## config.mk

```make
export PLATFORM = sky130hd
export DESIGN_NAME = nearest_frequency_tuning_table
export DESIGN_NICKNAME = d
export VERILOG_FILES = /design/src/rtl/nft_pkg.sv /design/src/rtl/nft_dist_unit.sv /design/src/rtl/nft_slot_mem.sv /design/src/rtl/nearest_frequency_tuning_table.sv
export VERILOG_INCLUDE_DIRS = /design/src /design/src/rtl
export SDC_FILE = /design/constraint.sdc
export NUM_CORES = 2
export LEC_CHECK = 0
export BUFFER_PORTS_ARGS = -buffer_cell sky130_fd_sc_hd__buf_2
export CORE_ASPECT_RATIO = 1.4
export CORE_MARGIN = 2
export CORE_UTILIZATION = 57
export CTS_CLUSTER_DIAMETER = 200
export DETAILED_ROUTE_END_ITERATION = 7
export GPL_ROUTABILITY_DRIVEN = 0
export HOLD_SLACK_MARGIN = 0.06
export PLACE_DENSITY = 0.77
export SYNTH_ARGS = -nofsm -noshare
export SYNTH_HDL_FRONTEND = slang
export SYNTH_MEMORY_MAX_BITS = 65536
export SYNTH_SLANG_ARGS = --single-unit
export TNS_END_PERCENT = 50
```

## constraint.sdc

```tcl
create_clock -name clk -period 6.55 [get_ports clk]
set_input_delay 0.9825 -clock clk [delete_from_list [all_inputs] [get_ports clk]]
set_output_delay 0.9825 -clock clk [all_outputs]
set_load 0.05 [all_outputs]
```

## src/rtl/assert_macros.svh

```systemverilog
// ----------------------------------------------------------------------------
// Assertion macros
// Clocked property checks on clk, disabled while rst_n is low.
// ----------------------------------------------------------------------------
`ifndef ASSERT_MACROS_SVH
`define ASSERT_MACROS_SVH

`ifndef ASSERT_OFF
`define ASSERT_CLK(label, prop, msg) \
    label: assert property (@(posedge clk) disable iff (!rst_n) prop) else $error(msg);
`define ASSERT_NEVER(label, expr, msg) \
    label: assert property (@(posedge clk) disable iff (!rst_n) !(expr)) else $error(msg);
`else
`define ASSERT_CLK(label, prop, msg)
`define ASSERT_NEVER(label, expr, msg)
`endif

`endif

```

## src/rtl/nft_pkg.sv

```systemverilog
// ----------------------------------------------------------------------------
// nft_pkg
// Types and constants of the nearest-frequency tuning table.
// ----------------------------------------------------------------------------
package nft_pkg;

    localparam int ANT_W     = 4;
    localparam int FREQ_W    = 30;
    localparam int NET_W     = 32;
    localparam int WIN_W     = 20;
    localparam int DIST_W    = WIN_W + 1;
    localparam int CFG_IDX_W = 2;

    localparam logic [WIN_W-1:0] DEFAULT_WINDOW = 20'd25000;

    // command codes
    localparam logic CMD_LOOKUP = 1'b0;
    localparam logic CMD_STORE  = 1'b1;

    // register indexes
    localparam logic [CFG_IDX_W-1:0] CFG_MATCH_WINDOW  = 2'd0;
    localparam logic [CFG_IDX_W-1:0] CFG_LOOKUP_ENABLE = 2'd1;

    typedef struct packed {
        logic              command;
        logic [ANT_W-1:0]  antenna;
        logic [FREQ_W-1:0] frequency;
        logic [NET_W-1:0]  network_in;
    } nft_req_t;

    typedef struct packed {
        logic             found;
        logic [NET_W-1:0] network_out;
        logic             table_full;
    } nft_rsp_t;

    typedef struct packed {
        logic [ANT_W-1:0]  antenna;
        logic [FREQ_W-1:0] frequency;
        logic [NET_W-1:0]  network;
    } nft_entry_t;

    // result of the shared distance comparator
    typedef struct packed {
        logic              hit;
        logic [DIST_W-1:0] delta;
    } nft_cmp_t;

endpackage

```

## src/rtl/nft_dist_unit.sv

```systemverilog
// ----------------------------------------------------------------------------
// nft_dist_unit
// Shared absolute-distance comparator: |a - b| < limit.
// ----------------------------------------------------------------------------
module nft_dist_unit (
    input  logic [nft_pkg::FREQ_W-1:0] slot_freq,
    input  logic [nft_pkg::FREQ_W-1:0] key_freq,
    input  logic [nft_pkg::DIST_W-1:0] limit,
    output nft_pkg::nft_cmp_t          cmp
);
    import nft_pkg::*;

    logic [FREQ_W-1:0] diff;

    always_comb
    begin
        if (slot_freq > key_freq)
        begin
            diff = slot_freq - key_freq;
        end
        else
        begin
            diff = key_freq - slot_freq;
        end
        cmp.hit   = diff < {{(FREQ_W-DIST_W){1'b0}}, limit};
        // only meaningful on a hit, where it fits
        cmp.delta = diff[DIST_W-1:0];
    end

endmodule

```

## src/rtl/nft_slot_mem.sv

```systemverilog
// ----------------------------------------------------------------------------
// nft_slot_mem
// Slot storage: one write port, one read port with registered data.
// ----------------------------------------------------------------------------
module nft_slot_mem #(
    parameter int DEPTH = 64
) (
    input  logic                     clk,
    input  logic                     we,
    input  logic [$clog2(DEPTH)-1:0] wr_addr,
    input  nft_pkg::nft_entry_t      wr_data,
    input  logic [$clog2(DEPTH)-1:0] rd_addr,
    output nft_pkg::nft_entry_t      rd_data
);
    import nft_pkg::*;

    nft_entry_t mem [DEPTH];
    nft_entry_t rd_data_reg;

    always_ff @(posedge clk)
    begin
        if (we)
        begin
            mem[wr_addr] <= wr_data;
        end
        rd_data_reg <= mem[rd_addr];
    end

    assign rd_data = rd_data_reg;

endmodule

```

## src/rtl/nearest_frequency_tuning_table.sv

```systemverilog
// ----------------------------------------------------------------------------
// nearest_frequency_tuning_table
// Per-antenna table of tuner network words, searched by nearest frequency.
// ----------------------------------------------------------------------------
// A store or an enabled lookup holds busy through SCAN, DRAIN and COMMIT;
//   done pulses in the cycle busy drops.
// A new command is taken only while idle; the scan makes one slot read
//   per cycle through the single memory read port and the shared comparator.
// A disabled lookup is taken without raising busy and gives no item.
// Reset: valid bits clear at once (no clearing pass), control regs take defaults.
// done is a one-cycle strobe; the receiver cannot stall it.
// ----------------------------------------------------------------------------
`include "assert_macros.svh"

module nearest_frequency_tuning_table #(
    parameter int TABLE_DEPTH = 64
) (
    input  logic                          clk,
    input  logic                          rst_n,
    // command channel
    input  logic                          start,
    output logic                          busy,
    input  nft_pkg::nft_req_t             request,
    // result channel
    output logic                          done,
    output nft_pkg::nft_rsp_t             result,
    // configuration
    input  logic                          cfg_we,
    input  logic [nft_pkg::CFG_IDX_W-1:0] cfg_index,
    input  logic [nft_pkg::WIN_W-1:0]     cfg_data
);
    import nft_pkg::*;

    localparam int IDX_W = $clog2(TABLE_DEPTH);
    localparam logic [IDX_W-1:0] LAST_IDX = IDX_W'(TABLE_DEPTH - 1);

    // Sequencer: SCAN reads one slot per cycle, the comparator works on the
    // registered read data in the following cycle; DRAIN handles the final slot and
    // COMMIT writes the table and issues the result.
    typedef enum logic [1:0] {
        S_IDLE,
        S_SCAN,
        S_DRAIN,
        S_COMMIT
    } state_t;

    state_t               state_reg;
    logic [WIN_W-1:0]     match_window_reg;
    logic                 lookup_enable_reg;
    logic [TABLE_DEPTH-1:0] slot_valid_reg;
    logic [TABLE_DEPTH-1:0] clr_mask_reg;   // same-antenna slots within window
    logic [IDX_W-1:0]     rd_idx_reg;
    logic [IDX_W-1:0]     p_idx_reg;        // slot whose data is on rd_data
    logic                 p_vld_reg;
    logic                 exact_reg;        // store: exact match seen
    logic                 free_reg;         // store: free slot seen
    logic                 found_reg;        // lookup: candidate within window
    logic                 done_reg;
    nft_rsp_t             result_reg;

    // payload registers, no reset
    nft_req_t             key_reg;
    logic [DIST_W-1:0]    best_reg;
    logic [NET_W-1:0]     best_net_reg;
    logic [IDX_W-1:0]     exact_idx_reg;
    logic [IDX_W-1:0]     free_idx_reg;

    nft_entry_t           rd_data;
    nft_entry_t           wr_data;
    nft_cmp_t             cmp;
    logic [DIST_W-1:0]    limit;
    logic [DIST_W-1:0]    window_limit;
    logic                 slot_match;
    logic                 is_store;
    logic                 store_ok;
    logic [IDX_W-1:0]     target;
    logic                 mem_we;
    logic                 accept;

    assign accept       = start && (state_reg == S_IDLE);
    assign is_store     = (key_reg.command == CMD_STORE);
    assign window_limit = {1'b0, match_window_reg} + DIST_W'(1);
    // store: d <= window; lookup: strictly better than the best so far
    assign limit        = is_store ? window_limit : best_reg;
    assign slot_match   = slot_valid_reg[p_idx_reg] && (rd_data.antenna == key_reg.antenna);
    assign store_ok     = exact_reg || free_reg;
    assign target       = exact_reg ? exact_idx_reg : free_idx_reg;
    assign mem_we       = (state_reg == S_COMMIT) && is_store && store_ok;

    assign wr_data.antenna   = key_reg.antenna;
    assign wr_data.frequency = key_reg.frequency;
    assign wr_data.network   = key_reg.network_in;

    nft_slot_mem #(
        .DEPTH(TABLE_DEPTH)
    ) u_mem (
        .clk     (clk),
        .we      (mem_we),
        .wr_addr (target),
        .wr_data (wr_data),
        .rd_addr (rd_idx_reg),
        .rd_data (rd_data)
    );

    nft_dist_unit u_dist (
        .slot_freq (rd_data.frequency),
        .key_freq  (key_reg.frequency),
        .limit     (limit),
        .cmp       (cmp)
    );

    // control state and registered outputs
    always_ff @(posedge clk or negedge rst_n)
    begin
        if (!rst_n)
        begin
            state_reg         <= S_IDLE;
            match_window_reg  <= DEFAULT_WINDOW;
            lookup_enable_reg <= 1'b1;
            slot_valid_reg    <= '0;
            clr_mask_reg      <= '0;
            rd_idx_reg        <= '0;
            p_idx_reg         <= '0;
            p_vld_reg         <= 1'b0;
            exact_reg         <= 1'b0;
            free_reg          <= 1'b0;
            found_reg         <= 1'b0;
            done_reg          <= 1'b0;
            result_reg        <= '0;
        end
        else
        begin
            done_reg <= 1'b0;

            if (cfg_we)
            begin
                case (cfg_index)
                    CFG_MATCH_WINDOW:  match_window_reg  <= cfg_data;
                    CFG_LOOKUP_ENABLE: lookup_enable_reg <= cfg_data[0];
                    default: ;
                endcase
            end

            // slot evaluation, in the cycle after the read
            if (p_vld_reg)
            begin
                if (is_store)
                begin
                    if (slot_match && (rd_data.frequency == key_reg.frequency) && !exact_reg)
                    begin
                        exact_reg <= 1'b1;
                    end
                    if (!slot_valid_reg[p_idx_reg] && !free_reg)
                    begin
                        free_reg <= 1'b1;
                    end
                    if (slot_match && cmp.hit)
                    begin
                        clr_mask_reg[p_idx_reg] <= 1'b1;
                    end
                end
                else if (slot_match && cmp.hit)
                begin
                    found_reg <= 1'b1;
                end
            end

            case (state_reg)
                S_IDLE:
                begin
                    p_vld_reg <= 1'b0;
                    if (accept && (request.command == CMD_STORE || lookup_enable_reg))
                    begin
                        state_reg    <= S_SCAN;
                        rd_idx_reg   <= '0;
                        clr_mask_reg <= '0;
                        exact_reg    <= 1'b0;
                        free_reg     <= 1'b0;
                        found_reg    <= 1'b0;
                    end
                end
                S_SCAN:
                begin
                    p_vld_reg <= 1'b1;
                    p_idx_reg <= rd_idx_reg;
                    if (rd_idx_reg == LAST_IDX)
                    begin
                        state_reg <= S_DRAIN;
                    end
                    else
                    begin
                        rd_idx_reg <= rd_idx_reg + IDX_W'(1);
                    end
                end
                S_DRAIN:
                begin
                    p_vld_reg <= 1'b0;
                    state_reg <= S_COMMIT;
                end
                S_COMMIT:
                begin
                    state_reg <= S_IDLE;
                    done_reg  <= 1'b1;
                    if (is_store)
                    begin
                        if (store_ok)
                        begin
                            for (int i = 0; i < TABLE_DEPTH; i++)
                            begin
                                if (IDX_W'(i) == target)
                                begin
                                    slot_valid_reg[i] <= 1'b1;
                                end
                                else if (clr_mask_reg[i])
                                begin
                                    slot_valid_reg[i] <= 1'b0;
                                end
                            end
                            result_reg.found       <= 1'b1;
                            result_reg.network_out <= key_reg.network_in;
                            result_reg.table_full  <= 1'b0;
                        end
                        else
                        begin
                            result_reg.found       <= 1'b0;
                            result_reg.network_out <= '0;
                            result_reg.table_full  <= 1'b1;
                        end
                    end
                    else
                    begin
                        result_reg.found       <= found_reg;
                        result_reg.network_out <= found_reg ? best_net_reg : '0;
                        result_reg.table_full  <= 1'b0;
                    end
                end
                default:
                begin
                    state_reg <= S_IDLE;
                end
            endcase
        end
    end

    // payload capture
    always_ff @(posedge clk)
    begin
        if (accept)
        begin
            key_reg  <= request;
            best_reg <= window_limit;
        end
        if (p_vld_reg)
        begin
            if (is_store)
            begin
                if (slot_match && (rd_data.frequency == key_reg.frequency) && !exact_reg)
                begin
                    exact_idx_reg <= p_idx_reg;
                end
                if (!slot_valid_reg[p_idx_reg] && !free_reg)
                begin
                    free_idx_reg <= p_idx_reg;
                end
            end
            else if (slot_match && cmp.hit)
            begin
                best_reg     <= cmp.delta;
                best_net_reg <= rd_data.network;
            end
        end
    end

    assign busy   = (state_reg != S_IDLE);
    assign done   = done_reg;
    assign result = result_reg;

    `ASSERT_CLK(a_done_idle, done |-> !busy, "result strobe while busy")
    `ASSERT_CLK(a_fell_done, $fell(busy) |-> done, "command ended without a result")
    `ASSERT_CLK(a_start_busy, start && !busy && (request.command == CMD_STORE || lookup_enable_reg) |=> busy, "command not started")
    `ASSERT_NEVER(a_full_found, done && result.table_full && result.found, "full and found together")
    `ASSERT_NEVER(a_zero_net, done && !result.found && (result.network_out != '0), "network word without a match")

endmodule

```

==> flow_summary.toml <==
[cells_and_area]
fillers = 18800
largest_reg_flops = 4224
utilization_pct = 64.1
drive_gt1_share_pct = 30.1
instances_no_fill = 12800
final_area_sq_mm = 0.200
final_nets = 8484
area_delta_synth_final_pct = 11.9

[global_routing]
antenna_found_initial = 24
grt_max_degree = 156
track_usage_pct = 35.3
grt_first_pass_wirelength_mm = 773
grt_overflow_total = 0
grt_pass1_vias = 95000

[power_and_ir_drop]
power_w = 0.0760
p_leak_nw = 62.6
p_per_area_mw_per_mm2 = 380
vdd_drop_max_mv = 0.291

[worst_setup_path]
arrival_ns = 7.14
critical-path-top-delay-family = "compound AO/OA/AOI/OAI gates"
crit_type = "reg -> reg"
r2r_slack_ns = 0.21
cp.required_ns = 7.35
crit_path_max_fanout = 14
cp-start-kind = "register"
crit_slowest_cell = "mux2i_1"
cp_common_cell = "inv_1"
crit_buf_inv = 5
slowest_delay_ns = 0.50
endpoint_kind = "register"

[drt]
drt-total-wl_mm = 562
post_drt_via_cell_ratio = 7.48
detail-route-antenna-nets = 0
dr.pass1.iters = 8
vias = 95900
first_iter_violations = 18500
drc = 2
wl_per_cell_um = 43.8

[yosys]
synth.distinct_cells = 86
avgSynthCellArea_sq_um = 22.8
ys.flop_type = "edfxtp_1"
yosys_register_bits = 4624
ys_seq_area_share_pct = 76.5
synth_top_cell_area_share_pct = 72.7
syn_nets = 8036
ys_top_cells_by_count = "edfxtp_1 (4335), mux4_2 (1394), clkbuf_1 (296), nand2_1 (268), dfrtp_1 (195)"
yosysMostFrequentCell = "edfxtp_1"
ys_warn_count = 0
synthArstFlopShare_pct = 4.37
yosysTopAreaCell = "edfxtp_1"
synth_cells = 7855
synth_edf_count = 4335
synth_area_sq_mm = 0.179
synth_area_leaders = "edfxtp_1 (73%), mux4_2 (18%), dfrtp_1 (2.7%), dfxtp_1 (0.97%), clkbuf_1 (0.62%)"

[clock_network]
htree_levels = 5
clkSlewWorstSetupHoldPaths_ns = 0.07
root_buffer = "clkbuf_16"
numCtsBuffers = 407
clk_path_buf_depth = 4
clkLatencyLatePin_ns = 0.95
clock_sinks = 4624
cts_tree = "yes"

[die]
dieHeight_um = 667
start_util_pct = 57.3
core_area_sq_mm = 0.313
fp-row-count = 243
die_area_sq_mm = 0.319
die_x_um = 478
ios = 129

[sta]
relSlewSlack_pct = -3.96
worstMarginPinSlew_ns = 1.56
finalHoldViolCount = 0
finalMaxSlewViolations = 4
period_minus_slack_ns = 6.34
fin_ws_ns = 0.211
period_share_pct = 96.8
grt_setup_unrepaired = "false"
max_freq_ghz = 0.158
skew_ns = 0.0556
finalSetupViolations = 0

[placed_design]
hpwl_mm = 261
dp.cells = 12100
pre_cts_ws_ns = 0.108
postPlaceCellArea_sq_mm = 0.187
port_buffers = 128

[min_path]
hp-class = "in -> async"

[job]
maxCapViolations = 1

[status]
status = "complete, but fails checks"
violations = "DRC, capacitance limit, slew limit"
==> metal layers <==
layer  global-route usage [%]  vias to the layer above  routed length (um)
li1                         -                    34100                   -
met1                     43.7                    49500              172000
met2                     56.2                    10200              272000
met3                     9.36                     2115               77500
met4                     21.6                        8               41300
met5                        0                        -                  40
==> cells in the final DEF (no fill, tap or decap), types with 30 or more instances in the layout <==
master / count
a21oi_1: 78
inv_1: 119
mux4_2: 1394
clkbuf_1: 76
dfxtp_1: 87
o21ai_0: 147
o21ai_1: 30
buf_4: 253
edfxtp_1: 4335
nor2_4: 58
ha_1: 85
a22oi_1: 38
clkinv_2: 89
clkbuf_16: 420
dfrtp_1: 190
buf_12: 69
bufinv_16: 37
nor2_1: 69
buf_2: 127
nand2_1: 268
clkinv_1: 71
a21o_1: 76
mux2_2: 41
==> stage by stage <==
step	hold slack, ns	setup TNS, ns
final	0.129	0
after floorplan	0.386	-12.68
after global placement	0.386	0
after global routing	0.162	0
after detailed placement	0.389	0
after CTS	0.121	0
==> power by group <==
part           switching, W  internal [W]
clock network        0.0111        0.0134
registers          0.000632        0.0340
logic               0.00959       0.00731
total                0.0213        0.0547
==> kinds of logic after synthesis <==
family / synth area share [%]
AO/OA/AOI/OAI: 1.83
XOR/XNOR: 0.245
adder cells (fa/ha/maj): 0.624
buffers and inverters: 1.15
flip-flops: 76.5
multiplexers: 18.0
AND/OR/NAND/NOR: 1.56
==> path summary, 6_finish.rpt <==
kind,startpoint,to,depth (start not counted)
max,u_mem.rd_data[32],best_reg[13],25
min,rst_n,slot_valid_reg[23],1
max reg2reg,u_mem.rd_data[32],best_reg[13],25
min reg2reg,u_mem.rd_data[22],best_net_reg[22],0
max in group asynchronous,rst_n,rd_idx_reg[3],2
min in group clk,request[22],key_reg[22],1
==> area by class of cell <==
type / instances / area (sq um) / share of cell area, %
sequential: 4624 / 137000 / 68.4
multi-input combinational: 2698 / 40400 / 20.2
clock buffer: 511 / 11000 / 5.49
tap: 4165 / 5210 / 2.60
timing repair buffer: 451 / 3940 / 1.97
clock inverter: 232 / 2150 / 1.08
inverter: 121 / 467 / 0.233
antenna: 28 / 70.1 / 0.0350
==> timing repair <==
action,4_1_cts,5_1_grt
endpoints found under the setup margin,0,55
buffers inserted,0,4
hold buffers,0,0
resized for setup,0,6
Power figures use the tool's default switching activity.
